$ cat src/sv/ramr_pkg.sv
// ----------------------------------------------------------------------------
// ramr_pkg
// Shared widths, constants and record types for the region attribute merge
// pipeline.
// ----------------------------------------------------------------------------
package ramr_pkg;

  localparam int COORD_BITS    = 12;
  localparam int AREA_BITS     = 25;
  localparam int PCT_BITS      = 7;
  localparam int SIDE_BITS     = COORD_BITS + 1;
  localparam int BOX_BITS      = 2 * SIDE_BITS;
  localparam int FILL_NUM_BITS = AREA_BITS + PCT_BITS;
  localparam int FILL_CMP_BITS = (FILL_NUM_BITS > BOX_BITS + PCT_BITS) ?
                                 FILL_NUM_BITS : BOX_BITS + PCT_BITS;
  localparam int SIDE_NUM_BITS = SIDE_BITS + PCT_BITS;

  localparam logic [AREA_BITS-1:0] AREA_MAX     = 25'h100_0000;
  localparam logic [PCT_BITS-1:0]  PERCENT_FULL = 7'd100;

  typedef struct packed {
    logic [AREA_BITS-1:0]  area;
    logic [COORD_BITS-1:0] left;
    logic [COORD_BITS-1:0] right;
    logic [COORD_BITS-1:0] top;
    logic [COORD_BITS-1:0] bottom;
  } rec_t;

  // Operands handed from the merge stages to the ratio divider
  typedef struct packed {
    rec_t                     rec;
    logic [BOX_BITS-1:0]      box;
    logic [FILL_NUM_BITS-1:0] fill_num;
    logic [SIDE_NUM_BITS-1:0] side_num;
    logic [SIDE_BITS-1:0]     side_den;
  } div_req_t;

endpackage

$ cat src/sv/ramr_ratio_div.sv
// ----------------------------------------------------------------------------
// ramr_ratio_div
// Pipelined restoring divider: one quotient bit per stage for the fill and
// side-equality percentages, with the merged record carried alongside.
// ----------------------------------------------------------------------------
module ramr_ratio_div
  import ramr_pkg::*;
(
  input  logic                clk,
  input  logic                rst,
  input  logic                in_valid,
  output logic                in_stall,
  input  div_req_t            req,
  output logic                out_valid,
  input  logic                out_stall,
  output rec_t                out_rec,
  output logic [PCT_BITS-1:0] fill_percent,
  output logic [PCT_BITS-1:0] side_percent,
  output logic                fill_clipped
);

  typedef struct packed {
    rec_t                     rec;
    logic                     clipped;
    logic [FILL_CMP_BITS-1:0] fill_rem;
    logic [BOX_BITS-1:0]      fill_den;
    logic [PCT_BITS-1:0]      fill_q;
    logic [SIDE_NUM_BITS-1:0] side_rem;
    logic [SIDE_BITS-1:0]     side_den;
    logic [PCT_BITS-1:0]      side_q;
  } div_stage_t;

  div_stage_t          first;
  div_stage_t          stage_q [PCT_BITS];
  logic [PCT_BITS-1:0] vld;
  logic [PCT_BITS:0]   rdy;

  always_comb begin
    first          = '0;
    first.rec      = req.rec;
    // area above the box saturates; the quotient of that lane is then unused
    first.clipped  = FILL_CMP_BITS'(req.rec.area) > FILL_CMP_BITS'(req.box);
    first.fill_rem = FILL_CMP_BITS'(req.fill_num);
    first.fill_den = req.box;
    first.side_rem = req.side_num;
    first.side_den = req.side_den;
  end

  assign rdy[PCT_BITS] = !out_stall;
  assign in_stall      = !rdy[0];

  for (genvar s = 0; s < PCT_BITS; s++) begin : g_step
    localparam int K = PCT_BITS - 1 - s;

    div_stage_t               src;
    div_stage_t               res;
    logic                     vin;
    logic [FILL_CMP_BITS-1:0] fill_sh;
    logic [SIDE_NUM_BITS-1:0] side_sh;

    if (s == 0) begin : g_first
      assign src = first;
      assign vin = in_valid;
    end else begin : g_rest
      assign src = stage_q[s-1];
      assign vin = vld[s-1];
    end

    assign rdy[s] = !vld[s] || rdy[s+1];

    always_comb begin
      fill_sh = FILL_CMP_BITS'(src.fill_den) << K;
      side_sh = SIDE_NUM_BITS'(src.side_den) << K;
      res     = src;
      if (src.fill_rem >= fill_sh) begin
        res.fill_rem  = src.fill_rem - fill_sh;
        res.fill_q[K] = 1'b1;
      end
      if (src.side_rem >= side_sh) begin
        res.side_rem  = src.side_rem - side_sh;
        res.side_q[K] = 1'b1;
      end
    end

    always_ff @(posedge clk) begin
      if (rst) begin
        vld[s] <= 1'b0;
      end else if (rdy[s]) begin
        vld[s] <= vin;
      end
    end

    always_ff @(posedge clk) begin
      if (rdy[s] && vin) begin
        stage_q[s] <= res;
      end
    end
  end

  assign out_valid    = vld[PCT_BITS-1];
  assign out_rec      = stage_q[PCT_BITS-1].rec;
  assign fill_clipped = stage_q[PCT_BITS-1].clipped;
  assign fill_percent = stage_q[PCT_BITS-1].clipped ? PERCENT_FULL
                                                    : stage_q[PCT_BITS-1].fill_q;
  assign side_percent = stage_q[PCT_BITS-1].side_q;

endmodule

$ cat src/sv/region_attribute_merge_ratios.sv
// ----------------------------------------------------------------------------
// region_attribute_merge_ratios
// Merges two region records (area plus bounding box) and derives the fill
// percent and the side-equality percent of the merged box.
// ----------------------------------------------------------------------------
//  channel | handshake             | payload
//  --------+-----------------------+------------------------------------------
//  in      | in_valid / in_stall   | area_a, left_a .. bottom_a, area_b, ...
//  out     | out_valid / out_stall | merged_*, fill_percent, side_percent,
//          |                       | fill_clipped
//
// One transaction enters per cycle unless the input is stalled; each result
// passes through three merge stages (sum and min/max, side lengths, box and
// scaled numerators) followed by seven divider stages, one quotient bit each.
// Reset clears only the stage valid bits. A stalled output holds; empty
// stages keep filling behind it, so input stalls only once all are full.
// ----------------------------------------------------------------------------
module region_attribute_merge_ratios
  import ramr_pkg::*;
(
  input  logic                  clk,
  input  logic                  rst,
  input  logic                  in_valid,
  output logic                  in_stall,
  input  logic [AREA_BITS-1:0]  area_a,
  input  logic [COORD_BITS-1:0] left_a,
  input  logic [COORD_BITS-1:0] right_a,
  input  logic [COORD_BITS-1:0] top_a,
  input  logic [COORD_BITS-1:0] bottom_a,
  input  logic [AREA_BITS-1:0]  area_b,
  input  logic [COORD_BITS-1:0] left_b,
  input  logic [COORD_BITS-1:0] right_b,
  input  logic [COORD_BITS-1:0] top_b,
  input  logic [COORD_BITS-1:0] bottom_b,
  output logic                  out_valid,
  input  logic                  out_stall,
  output logic [AREA_BITS-1:0]  merged_area,
  output logic [COORD_BITS-1:0] merged_left,
  output logic [COORD_BITS-1:0] merged_right,
  output logic [COORD_BITS-1:0] merged_top,
  output logic [COORD_BITS-1:0] merged_bottom,
  output logic [PCT_BITS-1:0]   fill_percent,
  output logic [PCT_BITS-1:0]   side_percent,
  output logic                  fill_clipped
);

  function automatic logic [SIDE_BITS-1:0] side_len(input logic [COORD_BITS-1:0] lo,
                                                     input logic [COORD_BITS-1:0] hi);
    logic [SIDE_BITS-1:0] d;
    if (hi >= lo) begin
      d = SIDE_BITS'(hi) - SIDE_BITS'(lo);
    end else begin
      d = SIDE_BITS'(lo) - SIDE_BITS'(hi);
    end
    return d + SIDE_BITS'(1);
  endfunction

  // stage 1: area sum and merged box
  logic                 s1_valid;
  rec_t                 s1_rec;
  rec_t                 s1_rec_next;
  logic [AREA_BITS:0]   area_sum;
  // stage 2: side lengths
  logic                 s2_valid;
  rec_t                 s2_rec;
  logic [SIDE_BITS-1:0] s2_w;
  logic [SIDE_BITS-1:0] s2_h;
  // stage 3: box area and scaled numerators
  logic                 s3_valid;
  div_req_t             s3_req;
  div_req_t             s3_req_next;
  logic [SIDE_BITS-1:0] side_lo;
  logic [SIDE_BITS-1:0] side_hi;

  logic s1_ready;
  logic s2_ready;
  logic s3_ready;
  logic div_stall;

  assign s3_ready = !s3_valid || !div_stall;
  assign s2_ready = !s2_valid || s3_ready;
  assign s1_ready = !s1_valid || s2_ready;
  assign in_stall = !s1_ready;

  always_comb begin
    area_sum = (AREA_BITS+1)'(area_a) + (AREA_BITS+1)'(area_b);
    s1_rec_next.area   = (area_sum > (AREA_BITS+1)'(AREA_MAX)) ? AREA_MAX
                                                               : area_sum[AREA_BITS-1:0];
    s1_rec_next.left   = (left_a < left_b) ? left_a : left_b;
    s1_rec_next.right  = (right_a > right_b) ? right_a : right_b;
    s1_rec_next.top    = (top_a < top_b) ? top_a : top_b;
    s1_rec_next.bottom = (bottom_a > bottom_b) ? bottom_a : bottom_b;
  end

  always_comb begin
    side_lo              = (s2_w < s2_h) ? s2_w : s2_h;
    side_hi              = (s2_w < s2_h) ? s2_h : s2_w;
    s3_req_next.rec      = s2_rec;
    s3_req_next.box      = BOX_BITS'(s2_w) * BOX_BITS'(s2_h);
    s3_req_next.fill_num = FILL_NUM_BITS'(s2_rec.area) * FILL_NUM_BITS'(PERCENT_FULL);
    s3_req_next.side_num = SIDE_NUM_BITS'(side_lo) * SIDE_NUM_BITS'(PERCENT_FULL);
    s3_req_next.side_den = side_hi;
  end

  always_ff @(posedge clk) begin
    if (rst) begin
      s1_valid <= 1'b0;
      s2_valid <= 1'b0;
      s3_valid <= 1'b0;
    end else begin
      if (s1_ready) begin
        s1_valid <= in_valid;
      end
      if (s2_ready) begin
        s2_valid <= s1_valid;
      end
      if (s3_ready) begin
        s3_valid <= s2_valid;
      end
    end
  end

  always_ff @(posedge clk) begin
    if (s1_ready && in_valid) begin
      s1_rec <= s1_rec_next;
    end
    if (s2_ready && s1_valid) begin
      s2_rec <= s1_rec;
      s2_w   <= side_len(s1_rec.left, s1_rec.right);
      s2_h   <= side_len(s1_rec.top, s1_rec.bottom);
    end
    if (s3_ready && s2_valid) begin
      s3_req <= s3_req_next;
    end
  end

  rec_t out_rec;

  ramr_ratio_div u_div (
    .clk          (clk),
    .rst          (rst),
    .in_valid     (s3_valid),
    .in_stall     (div_stall),
    .req          (s3_req),
    .out_valid    (out_valid),
    .out_stall    (out_stall),
    .out_rec      (out_rec),
    .fill_percent (fill_percent),
    .side_percent (side_percent),
    .fill_clipped (fill_clipped)
  );

  assign merged_area   = out_rec.area;
  assign merged_left   = out_rec.left;
  assign merged_right  = out_rec.right;
  assign merged_top    = out_rec.top;
  assign merged_bottom = out_rec.bottom;

endmodule

$ cat config.mk
export PLATFORM = sky130hd
export DESIGN_NAME = region_attribute_merge_ratios
export DESIGN_NICKNAME = d
export VERILOG_FILES = /design/src/sv/ramr_pkg.sv /design/src/sv/ramr_ratio_div.sv /design/src/sv/region_attribute_merge_ratios.sv
export SDC_FILE = /design/constraint.sdc
export NUM_CORES = 2
export LEC_CHECK = 0
export BUFFER_PORTS_ARGS = -buffer_cell sky130_fd_sc_hd__buf_2
export CAP_MARGIN = 15
export CORE_MARGIN = 1
export CORE_UTILIZATION = 45
export DETAILED_ROUTE_END_ITERATION = 7
export GPL_TIMING_DRIVEN = 0
export SYNTH_ARGS = -nofsm -noshare
export SYNTH_HDL_FRONTEND = slang
export SYNTH_SLANG_ARGS = --single-unit
export TNS_END_PERCENT = 5
$ cat constraint.sdc
create_clock -name clk -period 16.18 [get_ports clk]
set_input_delay 1.618 -clock clk [delete_from_list [all_inputs] [get_ports clk]]
set_output_delay 1.618 -clock clk [all_outputs]
set_load 0.005 [all_outputs]
==> impl_metrics.toml <==
[yosys]
seq_area_frac_synth_pct = 55.4
synth_flop_cell = "edfxtp_1"
muxShareOfSynthArea_pct = 1.08
syn_nets = 7322
synthXorXnorAreaFrac_pct = 3.37
synthMostInstantiatedCell = "edfxtp_1"
ys_seq_elements = 1434
synth_cells = 6371
synth-edff-count = 1424
synthAdderAreaFrac_pct = 14.5
synth_compound_area_share_pct = 10.8
synth_common_cells = "edfxtp_1, inv_1, ha_1"
syn_area_um2 = 77500
synth_area_leader_cell = "edfxtp_1"
synthTopCellsByArea = "edfxtp_1, ha_1, fa_1, inv_1, a21oi_1"
synth_top_area_share_pct = 55.1
synthDistinctLibCells = 101
synth-simple-area-share_pct = 9.31
ys_async_sr_fraction_pct = 0
yosysWarnings = 0
avgSynthCellArea_um2 = 12.2
synth_top_family_by_area = "adder cells"

[sta]
setup_slack_ns = 8.74
relSlewSlack_pct = 26.7
setup_violations = 0
max_freq_ghz = 0.134
period_share_pct = 46.0
finClkSkew_ns = 0.0434
rsz0062_at_grt = "no"
drv_slew = 0
worst_pin_slew_ns = 1.09
hold_viol = 0
fin_crit_ns = 7.44
finalSetupTns_ns = 0

[route]
viasPerCell = 5.22
dr.pass1.iters = 5
drcViolationCount = 0
first_iter_violations = 3156
wl_per_cell_um = 18.1
routed_wl_um = 167000
vias = 48200
drtAntennaViolNets = 0

[pwr]
clock_power_share_pct = 24.8
swShare_pct = 35.3
power_frac_comb_pct = 41.3
seqPwrFrac_pct = 33.9
p_int_mw = 8.88
switchingPower_mw = 4.83
vdd_drop_max_mv = 0.412
p_leak_nw = 35.2
p_per_area_nw_per_um2 = 156

[cells_and_area]
area_delta_synth_final_pct = 13.1
antenna_cells = 0
drive_gt1_share_pct = 10.8
nets = 7772

[grt]
grt_overflow_total = 0
antenna_found_initial = 0
grt_pass1_vias = 48400
grtUsageTotal_pct = 19.2
grt_max_degree = 37
grt_pass1_wl_um = 263000

[critical_path]
critPathKind = "register to register"
rrSetupSlack_ns = 8.74
cp_data_required_time_ns = 16.70
cp.arrival_ns = 7.96
cp_max_fo = 10
startpoint_type = "register"
cp-end-kind = "register"

[floorplan]
die_h_um = 417
initial_core_util_pct = 45.6
core-area_um2 = 170000
die-width_um = 417
die-area_um2 = 174000
rows = 151
pin_count = 240

[placed_design]
dp_hpwl_um = 129000
port_buffers = 238
dp_slack_ns = 8.86
gp_congestion = 0.899

[clock_network]
cts_buffer_depth = 3
clk_latency_ns = 0.82
cts_made_buffers = 156
cts_root_buf = "clkbuf_16"
ctsHoldBuffers = 0
clkTransAtPathRegs_ns = 0.08
cts_tree = "yes"
cts.sinks = 1434
post_cts_buffers = 0
cts_htree_levels = 4
cts.repair.resized = 0

[worst_hold_path]
worstHoldPathType = "register to register"

[run]
max_cap_viol_count = 0

[outcome]
run_status = "completed"
[per-layer routing]
layer / track usage [%] / wire length, um
met4: 7.12 / 5460
met3: 2.79 / 6140
met2: 33.7 / 82800
met5: 0 / 0
met1: 24.0 / 73000
[registers in the layout (all words and copies together) (netlist names)]
name / flops
s2_h: 13
s1_valid: 1
u_div.stage_q: 1095
u_div.g_step.vin: 6
s2_w: 13
s3_valid: 1
s2_rec: 73
s1_rec: 73
s3_req: 157
s2_valid: 1
u_div.out_valid: 1
[worst max-delay path, stage by stage (launching register included)]
cell and delay (ns):
edfxtp_1 0.59, clkbuf_1 0.45, inv_1 0.09, ha_1 0.29, a21o_1 0.16, a21o_1 0.17, a21o_1 0.17, a21o_1 0.17
a21o_1 0.19, a211oi_1 0.90, clkbuf_1 0.44, o211ai_1 0.16, nand3_1 0.20, ha_1 0.27, ha_1 0.28, inv_1 0.05
fa_1 0.49, inv_1 0.04, ha_1 0.32, a21o_1 0.19, a21oi_1 0.22, o21bai_1 0.09, a21oi_1 0.23, nor2b_1 0.07
o21a_1 0.19, o31a_1 0.25, o41ai_1 0.34, xnor2_1 0.14
[path summary, 6_finish.rpt]
check | start | end | depth (start not counted)
hold / removal | u_div.stage_q[5][118] | u_div.stage_q[6][118] | 0
setup / recovery | s2_h[1] | s3_req[31] | 27
setup reg to reg | s2_h[1] | s3_req[31] | 27
hold reg to reg | u_div.stage_q[5][118] | u_div.stage_q[6][118] | 0
[per-stage QoR]
stage / total power [mW] / utilization (%) / instance area, um2 / instances / hold WS (ns)
floorplan: 9.12 / - / 77500 / 6371 / 0.400
global placement: 10.3 / 47.9 / 81600 / 8904 / 0.400
detailed placement: 10.4 / 48.7 / 82800 / 8958 / 0.405
CTS: 13.9 / 51.5 / 87700 / 9239 / 0.396
global route: 14.8 / 51.5 / 87700 / 9239 / 0.408
finish: 13.7 / 51.5 / 87700 / 9239 / 0.401
[cell families after synthesis]
| kind of cell | count (synthesis) |
|---|---|
| DFF | 1434 |
| muxes | 75 |
| adders and majority gates | 801 |
| and+or+nand+nor | 1430 |
| AOI/OAI and AO/OA | 1291 |
| xor gates and xnor gates | 298 |
| buffers and inverters | 1042 |
[placed cells by master (no fill, tap or decap), drive strengths merged, types with 34 or more instances in the layout]
| master | synthesis | routed |
|---|---|---|
| a21oi | 372 | 372 |
| a31oi | 34 | 34 |
| clkbuf | 119 | 311 |
| nand2 | 306 | 306 |
| nor4 | 34 | 34 |
| buf | 106 | 398 |
| nand4 | 84 | 84 |
| or2 | 34 | 34 |
| nand3 | 140 | 140 |
| o21a | 75 | 75 |
| mux2 | 60 | 60 |
| nand2b | 67 | 67 |
| nor2b | 66 | 66 |
| and2 | 98 | 98 |
| inv | 813 | 826 |
| fa | 166 | 166 |
| xnor2 | 179 | 179 |
| xor2 | 119 | 119 |
| a211oi | 60 | 60 |
| o21ai | 246 | 246 |
| nor3 | 94 | 94 |
| clkinv | 4 | 63 |
| and3 | 59 | 59 |
| a22oi | 55 | 55 |
| a21o | 151 | 151 |
| edfxtp | 1424 | 1424 |
| o211ai | 65 | 65 |
| nor2 | 352 | 352 |
| ha | 635 | 635 |
[power groups by stage]
stage               combinational, mW  sequential, mW  clock, mW
floorplan                        4.46            4.66          0
global placement                 5.58            4.76          0
detailed placement               5.65            4.73          0
CTS                              5.71            4.66       3.51
global route                     6.49            4.66       3.64
finish                           5.66            4.65       3.40
[area by class of cell]
type | count | area [um2]
tap | 2295 | 2870
sequential | 1434 | 43000
fill | 14800 | 82500
multi-input combinational | 3895 | 30400
clock inverter | 89 | 778
clock buffer | 192 | 4120
timing repair buffer | 292 | 2320
buffer | 225 | 1180
inverter | 817 | 3070
Power figures use the tool's default switching activity.
